## config.mk

```make
export PLATFORM = sky130hd
export DESIGN_NAME = sectioned_image_loader
export DESIGN_NICKNAME = d
export VERILOG_FILES = /design/src/hw/rtl/sil_pkg.sv /design/src/hw/rtl/sil_parser.sv /design/src/hw/rtl/sil_result_reg.sv /design/src/hw/rtl/sectioned_image_loader.sv
export SDC_FILE = /design/constraint.sdc
export NUM_CORES = 1
export LEC_CHECK = 0
export ABC_AREA = 1
export BUFFER_PORTS_ARGS = -buffer_cell sky130_fd_sc_hd__buf_2
export CORE_MARGIN = 2
export CORE_UTILIZATION = 45
export CTS_CLUSTER_SIZE = 25
export DETAILED_ROUTE_END_ITERATION = 7
export SLEW_MARGIN = 0
export SYNTH_ARGS = -nofsm -noshare
export SYNTH_HDL_FRONTEND = slang
export SYNTH_HIERARCHICAL = 1
export SYNTH_SLANG_ARGS = --single-unit
```

## constraint.sdc

```tcl
create_clock -name clk -period 7.1 [get_ports clk]
set_input_delay 1.42 -clock clk [delete_from_list [all_inputs] [get_ports clk]]
set_output_delay 1.42 -clock clk [all_outputs]
set_load 0.01 [all_outputs]
```

## src/hw/rtl/sil_pkg.sv

```systemverilog
`timescale 1ns / 1ps
`default_nettype none
// ----------------------------------------------------------------------------
// sil_pkg
// Shared types and constants of the sectioned image loader.
// ----------------------------------------------------------------------------
package sil_pkg;

	localparam int unsigned CFG_INDEX_W = 1;

	localparam logic [31:0] MAGIC_WORD      = 32'hCAFE_F00D;
	localparam logic [15:0] TYPE_CODE       = 16'hC0DE;
	localparam logic [15:0] TYPE_DATA       = 16'hDADA;
	localparam logic [15:0] TYPE_SKIP_ADDR  = 16'hC3B7;
	localparam logic [15:0] TYPE_SKIP_COUNT = 16'hF17E;
	localparam logic [15:0] TYPE_FIXED      = 16'h715E;
	localparam logic [31:0] FIXED_SKIP_BYTES = 32'd12;

	localparam logic [31:0] PROGRAM_BASE_RST = 32'h1000_0000;
	localparam logic [31:0] DATA_BASE_RST    = 32'h2000_0000;

	typedef enum logic [CFG_INDEX_W-1:0] {
		REG_PROGRAM_BASE = 1'b0,
		REG_DATA_BASE    = 1'b1
	} cfg_reg_t;

	typedef enum logic [2:0] {
		PH_MAGIC = 3'd0,
		PH_TYPE  = 3'd1,
		PH_ADDR  = 3'd2,
		PH_COUNT = 3'd3,
		PH_CODE  = 3'd4,
		PH_DATA  = 3'd5,
		PH_SKIP  = 3'd6
	} phase_t;

	typedef enum logic [2:0] {
		KIND_NONE       = 3'd0,
		KIND_CODE       = 3'd1,
		KIND_DATA       = 3'd2,
		KIND_SKIP_ADDR  = 3'd3,
		KIND_SKIP_COUNT = 3'd4,
		KIND_FIXED      = 3'd5
	} sect_kind_t;

	typedef enum logic [1:0] {
		RES_PROGRAM_WRITE = 2'd0,
		RES_DATA_WRITE    = 2'd1,
		RES_LOAD_OK       = 2'd2,
		RES_LOAD_FAIL     = 2'd3
	} res_kind_t;

	typedef enum logic [1:0] {
		CAUSE_NONE     = 2'd0,
		CAUSE_MAGIC    = 2'd1,
		CAUSE_BAD_TYPE = 2'd2
	} cause_t;

	typedef struct packed {
		res_kind_t   kind;
		logic [31:0] index;
		logic [31:0] value;
		cause_t      cause;
	} result_t;

endpackage : sil_pkg
`default_nettype wire

```

## src/hw/rtl/sil_parser.sv

```systemverilog
`timescale 1ns / 1ps
`default_nettype none
// ----------------------------------------------------------------------------
// sil_parser
// Parse state of the image file; consumes one beat per step and forms
// at most one result for it.
// ----------------------------------------------------------------------------
module sil_parser
	import sil_pkg::*;
(
	input  wire logic        clk,
	input  wire logic        arst_n,
	input  wire logic        step,
	input  wire logic        operation,
	input  wire logic [7:0]  file_byte,
	input  wire logic [31:0] program_base,
	input  wire logic [31:0] data_base,
	output logic             res_valid,
	output result_t          res
);

	phase_t      phase_q, phase_d;
	sect_kind_t  kind_q, kind_d;
	logic [1:0]  bpos_q, bpos_d;
	logic [31:0] shift_q, shift_d;
	logic [31:0] addr_q, addr_d;
	logic [31:0] count_q, count_d;
	logic [31:0] pidx_q, pidx_d;
	logic        failed_q, failed_d;

	logic [31:0] shifted;
	logic [31:0] pidx_inc;
	logic [31:0] code_off;
	logic        idx_done;
	logic        last4;
	logic        last2;

	assign shifted  = {shift_q[23:0], file_byte};
	assign pidx_inc = pidx_q + 32'd1;
	assign idx_done = (pidx_inc == count_q);
	assign last4    = (bpos_q == 2'd3);
	assign last2    = bpos_q[0];
	assign code_off = addr_q - program_base;

	always_comb begin
		phase_d   = phase_q;
		kind_d    = kind_q;
		bpos_d    = bpos_q;
		shift_d   = shift_q;
		addr_d    = addr_q;
		count_d   = count_q;
		pidx_d    = pidx_q;
		failed_d  = failed_q;
		res_valid = 1'b0;
		res       = '0;

		if (operation) begin
			phase_d  = PH_MAGIC;
			kind_d   = KIND_NONE;
			bpos_d   = '0;
			shift_d  = '0;
			addr_d   = '0;
			count_d  = '0;
			pidx_d   = '0;
			failed_d = 1'b0;
			if (!failed_q) begin
				res_valid = 1'b1;
				res.kind  = RES_LOAD_OK;
			end
		end else if (!failed_q) begin
			case (phase_q)
				PH_MAGIC: begin
					if (last4) begin
						bpos_d = '0;
						if (shifted != MAGIC_WORD) begin
							shift_d   = shifted;
							failed_d  = 1'b1;
							res_valid = 1'b1;
							res.kind  = RES_LOAD_FAIL;
							res.cause = CAUSE_MAGIC;
						end else begin
							phase_d = PH_TYPE;
							shift_d = '0;
						end
					end else begin
						shift_d = shifted;
						bpos_d  = bpos_q + 2'd1;
					end
				end
				PH_TYPE: begin
					if (last2) begin
						bpos_d  = '0;
						shift_d = '0;
						pidx_d  = '0;
						case (shifted[15:0])
							TYPE_CODE: begin
								kind_d  = KIND_CODE;
								phase_d = PH_ADDR;
							end
							TYPE_DATA: begin
								kind_d  = KIND_DATA;
								phase_d = PH_ADDR;
							end
							TYPE_SKIP_ADDR: begin
								kind_d  = KIND_SKIP_ADDR;
								phase_d = PH_ADDR;
							end
							TYPE_SKIP_COUNT: begin
								kind_d  = KIND_SKIP_COUNT;
								phase_d = PH_COUNT;
							end
							TYPE_FIXED: begin
								kind_d  = KIND_FIXED;
								count_d = FIXED_SKIP_BYTES;
								phase_d = PH_SKIP;
							end
							default: begin
								failed_d  = 1'b1;
								res_valid = 1'b1;
								res.kind  = RES_LOAD_FAIL;
								res.cause = CAUSE_BAD_TYPE;
							end
						endcase
					end else begin
						shift_d = shifted;
						bpos_d  = bpos_q + 2'd1;
					end
				end
				PH_ADDR: begin
					if (last4) begin
						bpos_d  = '0;
						shift_d = '0;
						addr_d  = shifted;
						phase_d = PH_COUNT;
					end else begin
						shift_d = shifted;
						bpos_d  = bpos_q + 2'd1;
					end
				end
				PH_COUNT: begin
					if (last4) begin
						bpos_d  = '0;
						shift_d = '0;
						count_d = shifted;
						pidx_d  = '0;
						if (shifted == 32'd0) begin
							phase_d = PH_TYPE;
						end else if (kind_q == KIND_CODE) begin
							phase_d = PH_CODE;
						end else if (kind_q == KIND_DATA) begin
							phase_d = PH_DATA;
						end else begin
							phase_d = PH_SKIP;
						end
					end else begin
						shift_d = shifted;
						bpos_d  = bpos_q + 2'd1;
					end
				end
				PH_CODE: begin
					if (last4) begin
						bpos_d    = '0;
						shift_d   = '0;
						pidx_d    = pidx_inc;
						res_valid = 1'b1;
						res.kind  = RES_PROGRAM_WRITE;
						res.index = {2'b00, code_off[31:2]} + pidx_q;
						res.value = shifted;
						if (idx_done) begin
							phase_d = PH_TYPE;
						end
					end else begin
						shift_d = shifted;
						bpos_d  = bpos_q + 2'd1;
					end
				end
				PH_DATA: begin
					pidx_d    = pidx_inc;
					res_valid = 1'b1;
					res.kind  = RES_DATA_WRITE;
					res.index = addr_q - data_base + pidx_q;
					res.value = {24'd0, file_byte};
					if (idx_done) begin
						phase_d = PH_TYPE;
						shift_d = '0;
						bpos_d  = '0;
					end
				end
				PH_SKIP: begin
					pidx_d = pidx_inc;
					if (idx_done) begin
						phase_d = PH_TYPE;
						shift_d = '0;
						bpos_d  = '0;
					end
				end
				default: begin
					phase_d = PH_MAGIC;
					kind_d  = KIND_NONE;
					bpos_d  = '0;
					shift_d = '0;
					addr_d  = '0;
					count_d = '0;
					pidx_d  = '0;
				end
			endcase
		end
	end

	always_ff @(posedge clk or negedge arst_n) begin
		if (!arst_n) begin
			phase_q  <= PH_MAGIC;
			kind_q   <= KIND_NONE;
			bpos_q   <= '0;
			shift_q  <= '0;
			addr_q   <= '0;
			count_q  <= '0;
			pidx_q   <= '0;
			failed_q <= 1'b0;
		end else if (step) begin
			phase_q  <= phase_d;
			kind_q   <= kind_d;
			bpos_q   <= bpos_d;
			shift_q  <= shift_d;
			addr_q   <= addr_d;
			count_q  <= count_d;
			pidx_q   <= pidx_d;
			failed_q <= failed_d;
		end
	end

endmodule : sil_parser
`default_nettype wire

```

## src/hw/rtl/sil_result_reg.sv

```systemverilog
`timescale 1ns / 1ps
`default_nettype none
// ----------------------------------------------------------------------------
// sil_result_reg
// Output register of the result channel; holds a beat while stalled.
// ----------------------------------------------------------------------------
module sil_result_reg
	import sil_pkg::*;
(
	input  wire logic    clk,
	input  wire logic    arst_n,
	input  wire logic    load,
	input  wire result_t res_in,
	input  wire logic    stall,
	output logic         ready,
	output logic         valid,
	output result_t      res_out
);

	logic    valid_q;
	result_t res_q;

	assign ready   = !valid_q || !stall;
	assign valid   = valid_q;
	assign res_out = res_q;

	always_ff @(posedge clk or negedge arst_n) begin
		if (!arst_n) begin
			valid_q <= 1'b0;
		end else if (ready) begin
			valid_q <= load;
		end
	end

	always_ff @(posedge clk) begin
		if (ready && load) begin
			res_q <= res_in;
		end
	end

endmodule : sil_result_reg
`default_nettype wire

```

## src/hw/rtl/sectioned_image_loader.sv

```systemverilog
`timescale 1ns / 1ps
`default_nettype none
// ----------------------------------------------------------------------------
// sectioned_image_loader
// Parses an image file byte by byte into program and data memory writes.
//
// Input channel (item_valid / item_stall): one beat per file byte, or an
// end-of-file beat with operation high. Result channel (result_valid /
// result_stall): program word writes, data byte writes and a final status
// beat. Config channel (cfg_valid / cfg_ready, always ready) sets
// program_base and data_base; write it only while the block is idle.
// Throughput is one input beat per cycle unless the result port stalls,
// set by the single parse step between the input and output registers. A
// beat and its result pass the input and then the output register. While
// result_stall is high and a result is held, item_stall rises as soon as
// the input register is full, so at most two beats are in flight. Reset
// clears the parse state, restores the default bases and empties both
// registers; the block is then waiting for the magic word.
// ----------------------------------------------------------------------------
module sectioned_image_loader
	import sil_pkg::*;
(
	input  wire logic                   clk,
	input  wire logic                   arst_n,
	input  wire logic                   item_valid,
	output logic                        item_stall,
	input  wire logic                   operation,
	input  wire logic [7:0]             file_byte,
	output logic                        result_valid,
	input  wire logic                   result_stall,
	output logic [1:0]                  result_kind,
	output logic [31:0]                 write_index,
	output logic [31:0]                 write_value,
	output logic [1:0]                  failure_cause,
	input  wire logic                   cfg_valid,
	output logic                        cfg_ready,
	input  wire logic [CFG_INDEX_W-1:0] cfg_index,
	input  wire logic [31:0]            cfg_data
);

	logic [31:0] program_base_q;
	logic [31:0] data_base_q;

	logic        valid_s1;
	logic        op_s1;
	logic [7:0]  byte_s1;

	logic        out_ready;
	logic        step;
	logic        accept;
	logic        res_valid;
	result_t     res;
	result_t     res_out;

	assign cfg_ready  = 1'b1;
	assign step       = valid_s1 && out_ready;
	assign item_stall = valid_s1 && !out_ready;
	assign accept     = item_valid && !item_stall;

	always_ff @(posedge clk or negedge arst_n) begin
		if (!arst_n) begin
			program_base_q <= PROGRAM_BASE_RST;
			data_base_q    <= DATA_BASE_RST;
		end else if (cfg_valid) begin
			case (cfg_index)
				REG_PROGRAM_BASE: program_base_q <= cfg_data;
				REG_DATA_BASE:    data_base_q    <= cfg_data;
				default:          ;
			endcase
		end
	end

	// input register: refill in the same cycle the held beat is parsed
	always_ff @(posedge clk or negedge arst_n) begin
		if (!arst_n) begin
			valid_s1 <= 1'b0;
		end else if (accept) begin
			valid_s1 <= 1'b1;
		end else if (step) begin
			valid_s1 <= 1'b0;
		end
	end

	always_ff @(posedge clk) begin
		if (accept) begin
			op_s1   <= operation;
			byte_s1 <= file_byte;
		end
	end

	sil_parser u_parser (
		.clk          (clk),
		.arst_n       (arst_n),
		.step         (step),
		.operation    (op_s1),
		.file_byte    (byte_s1),
		.program_base (program_base_q),
		.data_base    (data_base_q),
		.res_valid    (res_valid),
		.res          (res)
	);

	sil_result_reg u_result (
		.clk     (clk),
		.arst_n  (arst_n),
		.load    (step && res_valid),
		.res_in  (res),
		.stall   (result_stall),
		.ready   (out_ready),
		.valid   (result_valid),
		.res_out (res_out)
	);

	assign result_kind   = res_out.kind;
	assign write_index   = res_out.index;
	assign write_value   = res_out.value;
	assign failure_cause = res_out.cause;

endmodule : sectioned_image_loader
`default_nettype wire
```

# After elaboration in Yosys (flattened, before gate mapping)
# Index checks and enable logic that the tools add are counted.
# op_classes
add_sub_neg,6
eq_ne,31
n_mux,77
bitwise,1
reduce_logical,31
# ops
op,count
two-way mux 32 bit,12
two-way mux 24 bit,7
case mux 32 bit (5 select lines),1
case mux 64 bit (2 select lines),1
case mux 24 bit (4 select lines),1
case mux 32 bit (3 select lines),1
two-way mux 68 bit,1
"== test 16 bit, second input constant",4
two-way mux 64 bit,1
case mux 32 bit (2 select lines),1
subtractor 32 bit,2
two-way mux 3 bit,14
adder 30 x 32 -> 32 bit,1
"adder 32 x 1 -> 32 bit, second input constant",1
adder 32 bit,1
== test 32 bit,1
zero test 32 bit,1
"!= test 32 bit, second input constant",1
two-way mux 2 bit,15
case mux 3 bit (6 select lines),1
"== test 16 x 15 -> 1 bit, second input constant",1
"!= test 3 x 2 -> 1 bit, second input constant",5
case mux 3 bit (5 select lines),1
two-way mux 1 bit,13
35 further kinds,58
# totals
reg_bits,272
out_inout_bits,71
word_cells,164

# Longest topological paths before layout
# logic_depth
ltp_word,9
ltp_mapped,29
ltp_nobuf,29

# Cells and area by module
# Netlist, hierarchy kept.
# modules_own_cells
mod,n_inst,cells_each,area_each_um2,seq_area_each_um2
sil_parser,1,2360,14670.3,3228.1
sectioned_image_loader,1,300,2959.1,1899.3
sil_result_reg,1,73,2083.2,2067.0

# Least setup slack after synthesis
# No wires, ideal clock.
# synth_path
kind,input to register
from,input result_stall
to,register u_result.res_q (netlist bit u_result/res_out[0]) (enable)
setup_ps,516
t_arrival_ps,5013
slack_ps,1571
stages,5
n_path_buf,0
path_cell_list,nand2_1 -> nand2_1 -> nor2_1 -> inv_1 -> a21oi_1
# synth_via
elab_chain_len,5
# synth_rtl
element,line,text
from (decl),sectioned_image_loader.sv:30,"input wire logic result_stall,"
zero test 1 bit *,sil_result_reg.sv:23,assign ready = !valid_q || !stall;
logical OR 1 bit *,sil_result_reg.sv:23,
logical AND 1 bit,sectioned_image_loader.sv:56,assign step = valid_s1 && out_ready;
logical AND 1 bit,sectioned_image_loader.sv:106,".load (step && res_valid),"
logical AND 1 bit *,sil_result_reg.sv:36,if (ready && load) begin
to (signal assigned),sil_result_reg.sv:37,res_q <= res_in;
to (decl),sil_result_reg.sv:21,result_t res_q;
# Every way passes the cells marked *; elsewhere a longest branch is shown, timed or not.
# A chain may end at the register's enable or synchronous reset.

# Worst setup path after layout
# layout_path
from,register program_base_q[1]
to,register u_result.res_q (netlist bit u_result/res_out[55]) (data pin)
# layout_via
elab_chain_len,4
# layout_rtl
element,line,text
from (decl),sectioned_image_loader.sv:41,logic [31:0] program_base_q;
from (signal assigned),sectioned_image_loader.sv:66,REG_PROGRAM_BASE: program_base_q <= cfg_data;
subtractor 32 bit,sil_parser.sv:43,assign code_off = addr_q - program_base;
adder 30 x 32 -> 32 bit,sil_parser.sv:167,"res.index = {2'b00, code_off[31:2]} + pidx_q;"
two-way mux 64 bit,sil_parser.sv:161,if (last4) begin
case mux 64 bit (2 select lines),sil_parser.sv:71,case (phase_q)
# No other way between the ends.

==> flow_summary.json <==
{
  "rows": 76,
  "path_delay_family": "compound AO/OA/AOI/OAI gates",
  "worst_slack_ns": 2.29,
  "synth_warnings": 6,
  "end_kind": "flop",
  "cts_hold_buf": 0,
  "maxSlewHeadroom": 0.0982,
  "drtAntennaViolNets": 0,
  "drc": 0,
  "grt.overflow.total": 0,
  "final_common_cell": "nand2_1",
  "synth_edf_count": 77,
  "dr_total_vias": 19600,
  "worstSetupPathType": "flop to flop",
  "cp_common_cell": "nand2_1",
  "hp-class": "flop to flop",
  "vias_per_cell": 5.69,
  "clkLatencyLatePin_ns": 0.55,
  "cp.arrival_ns": 5.04,
  "outcome": "completed",
  "synth_flop_cell": "dfrtp_1",
  "boundaryPins": 118,
  "wl_per_cell_um": 23.0,
  "totalWireLength_um": 79000,
  "clk_path_buf_depth": 3,
  "die_area_mm2": 0.0455,
  "cap_viol_max_count": 0,
  "grt_use_total": 0.351,
  "synthArstFlopShare": 0.717,
  "drive_gt1_frac": 0.0804,
  "ys_seq_area_frac": 0.365,
  "postCtsSetupBuffers": 0,
  "clockRootBuffer": "clkbuf_16",
  "power_density_mw_per_mm2": 270,
  "max-vdd-ir-drop_mv": 0.279,
  "nets": 2999,
  "finalCriticalPeriod_ns": 4.81,
  "cp_slowest_cell": "o21ai_0",
  "critPathBufInv": 3,
  "htreeDepth": 2,
  "ys_ff_latch": 272,
  "mostFrequentLayoutCells": "nand2_1, inv_1, nand3_1",
  "max_freq_ghz": 0.208,
  "path_clk_slew_ns": 0.06,
  "worst_slew_pin_slew_ns": 1.35,
  "core_area_mm2": 0.0432,
  "setup_viol": 0,
  "antenna_found_initial": 0,
  "drt-pass1-iter-count": 6,
  "die_w_um": 213,
  "rsz0062_at_grt": "no",
  "synth.avg_cell_area_um2": 7.21,
  "port_buffers": 116,
  "synthCells": 2733,
  "drt_iter0_drc": 2021,
  "worstPathRequired_ns": 7.34,
  "period_share": 0.677,
  "ys_types": 53,
  "crit_path_max_fanout": 4,
  "start_kind": "flop",
  "die_y_um": 213,
  "clock_skew_ns": 0.0228,
  "path_cells": "inv_1 -> ha_1 -> a21o_1 -> nand2_1 -> nand2_1 -> nand2_1 -> nand2_1 -> nand2_1 -> nand2_1 -> inv_1 -> o21ai_0 -> xor2_1 -> ha_1 -> nand2_1 -> inv_1 -> nand2_1 -> o21ai_0 -> nand2_1 -> nand2_1 -> nand2_1 -> nand2_1 -> a21oi_1 -> o21ai_1 -> a21oi_1",
  "finalSetupTns_ns": 0,
  "grt_pass1_wl_um": 116000,
  "syn_nets": 2908,
  "hpwl_um": 63100,
  "syn_area_mm2": 0.0197,
  "cp_slowest_stage_delay_ns": 0.86,
  "clock_sinks": 272,
  "gp_congestion": 1.04,
  "p_leak_nw": 10.6,
  "ctsResizeCount": 0,
  "area_growth_pct": 11.0,
  "n_fill_cell": 4339,
  "grt_max_degree": 153,
  "cts_made_buffers": 34,
  "start_util": 0.457,
  "cts_tree": "done",
  "post-place-ws_ns": 2.44,
  "grt_pass1_vias": 18600,
  "drv_slew": 0,
  "final-hold-violation-count": 0
}
flip-flops by register name, indices dropped and copies added, names as in the netlist, 2 cells and up:
signal,cells
byte_s1,8
u_parser/phase_q,3
u_parser/bpos_q,2
u_result/res_out,68
u_parser/pidx_q,32
u_parser/count_q,32
data_base_q,32
u_parser/addr_q,32
u_parser/shift_q,24
u_parser/kind_q,3
program_base_q,32
cells in the mapped netlist, drive strengths merged (11+ instances only):
cell type,number,area share
a21oi,175,0.044
buf,27,0.011
clkbuf,47,0.011
dfrtp,193,0.25
edfxtp,77,0.12
fa,32,0.032
ha,96,0.061
inv,419,0.080
nand2,672,0.13
nand3,298,0.076
nand3b,11,0.0042
nand4,36,0.011
nor2,236,0.048
nor3,64,0.016
o21ai,187,0.047
o22ai,18,0.0057
or2,19,0.0060
xnor2,15,0.0067
xor2,26,0.012
metal layers:
metal  GRT usage  vias to the layer above  share of wire
met1       0.498                     9385           0.44
met5           0                        -              0
li1            -                     9157              -
met2       0.526                      882           0.43
met4       0.173                        0          0.054
met3      0.0477                      130          0.075
final timing paths:
check                      depth (start not counted)                            from  slack, ns                               to
hold reg to reg                                    2  program_base_q[25]$_DFFE_PN0P_       0.47   program_base_q[25]$_DFFE_PN0P_
min in group asynchronous                          1                          arst_n       0.82      data_base_q[21]$_DFFE_PN0P_
setup reg to reg                                  24   program_base_q[1]$_DFFE_PN0P_       2.29   u_result/res_out[55]$_DFFE_PP_
hold / removal                                     2  program_base_q[25]$_DFFE_PN0P_       0.47   program_base_q[25]$_DFFE_PN0P_
setup / recovery                                  24   program_base_q[1]$_DFFE_PN0P_       2.29   u_result/res_out[55]$_DFFE_PP_
max in group asynchronous                          2                          arst_n       5.01  u_parser/pidx_q[20]$_DFFE_PN0P_
worst min-delay path, cell delays in order (launching register included):
cell and delay [ns]:
dfrtp_1 0.34, nand2_1 0.05, nand2_1 0.04
kinds of logic (layout without fill, tap and decap cells):
logic type / count (synthesis) / count (layout) / share of synthesized area
other: 1 / 2 / 0.000190
xor gates and xnor gates: 43 / 43 / 0.0205
AOI/OAI and AO/OA: 445 / 445 / 0.123
adders and majority gates: 128 / 128 / 0.0934
and+or+nand+nor: 1347 / 1347 / 0.296
DFF: 272 / 272 / 0.365
buffers and inverters: 497 / 612 / 0.102
through the flow:
stage	std cells	util	power, mW	hold slack [ns]	area, um^2
floorplan	2733	-	3.37	0.442	19700
global placement	3373	0.481	4.07	0.455	20700
detailed placement	3373	0.481	4.08	0.458	20700
CTS	3433	0.507	5.91	0.476	21900
global route	3433	0.507	6.24	0.497	21900
finish	3434	0.507	5.92	0.470	21900
cell type report:
| class | instances | area (um^2) | share of cell area |
|---|---|---|---|
| antenna | 1 | 2.50 | 0.000114 |
| sequential | 272 | 7190 | 0.329 |
| tap | 585 | 732 | 0.0334 |
| inverter | 423 | 1590 | 0.0725 |
| multi-input combinational | 1964 | 10500 | 0.481 |
| timing repair buffer | 129 | 699 | 0.0320 |
| clock buffer | 50 | 972 | 0.0444 |
| clock inverter | 10 | 164 | 0.00749 |
where the power goes:
group,leakage (nW),switching [mW],internal (mW)
clock network,0.544,0.712,1.10
logic,6.73,1.51,0.563
registers,3.34,0.179,1.85
total,10.6,2.40,3.51
No activity file was read; power rests on OpenSTA's default activity.
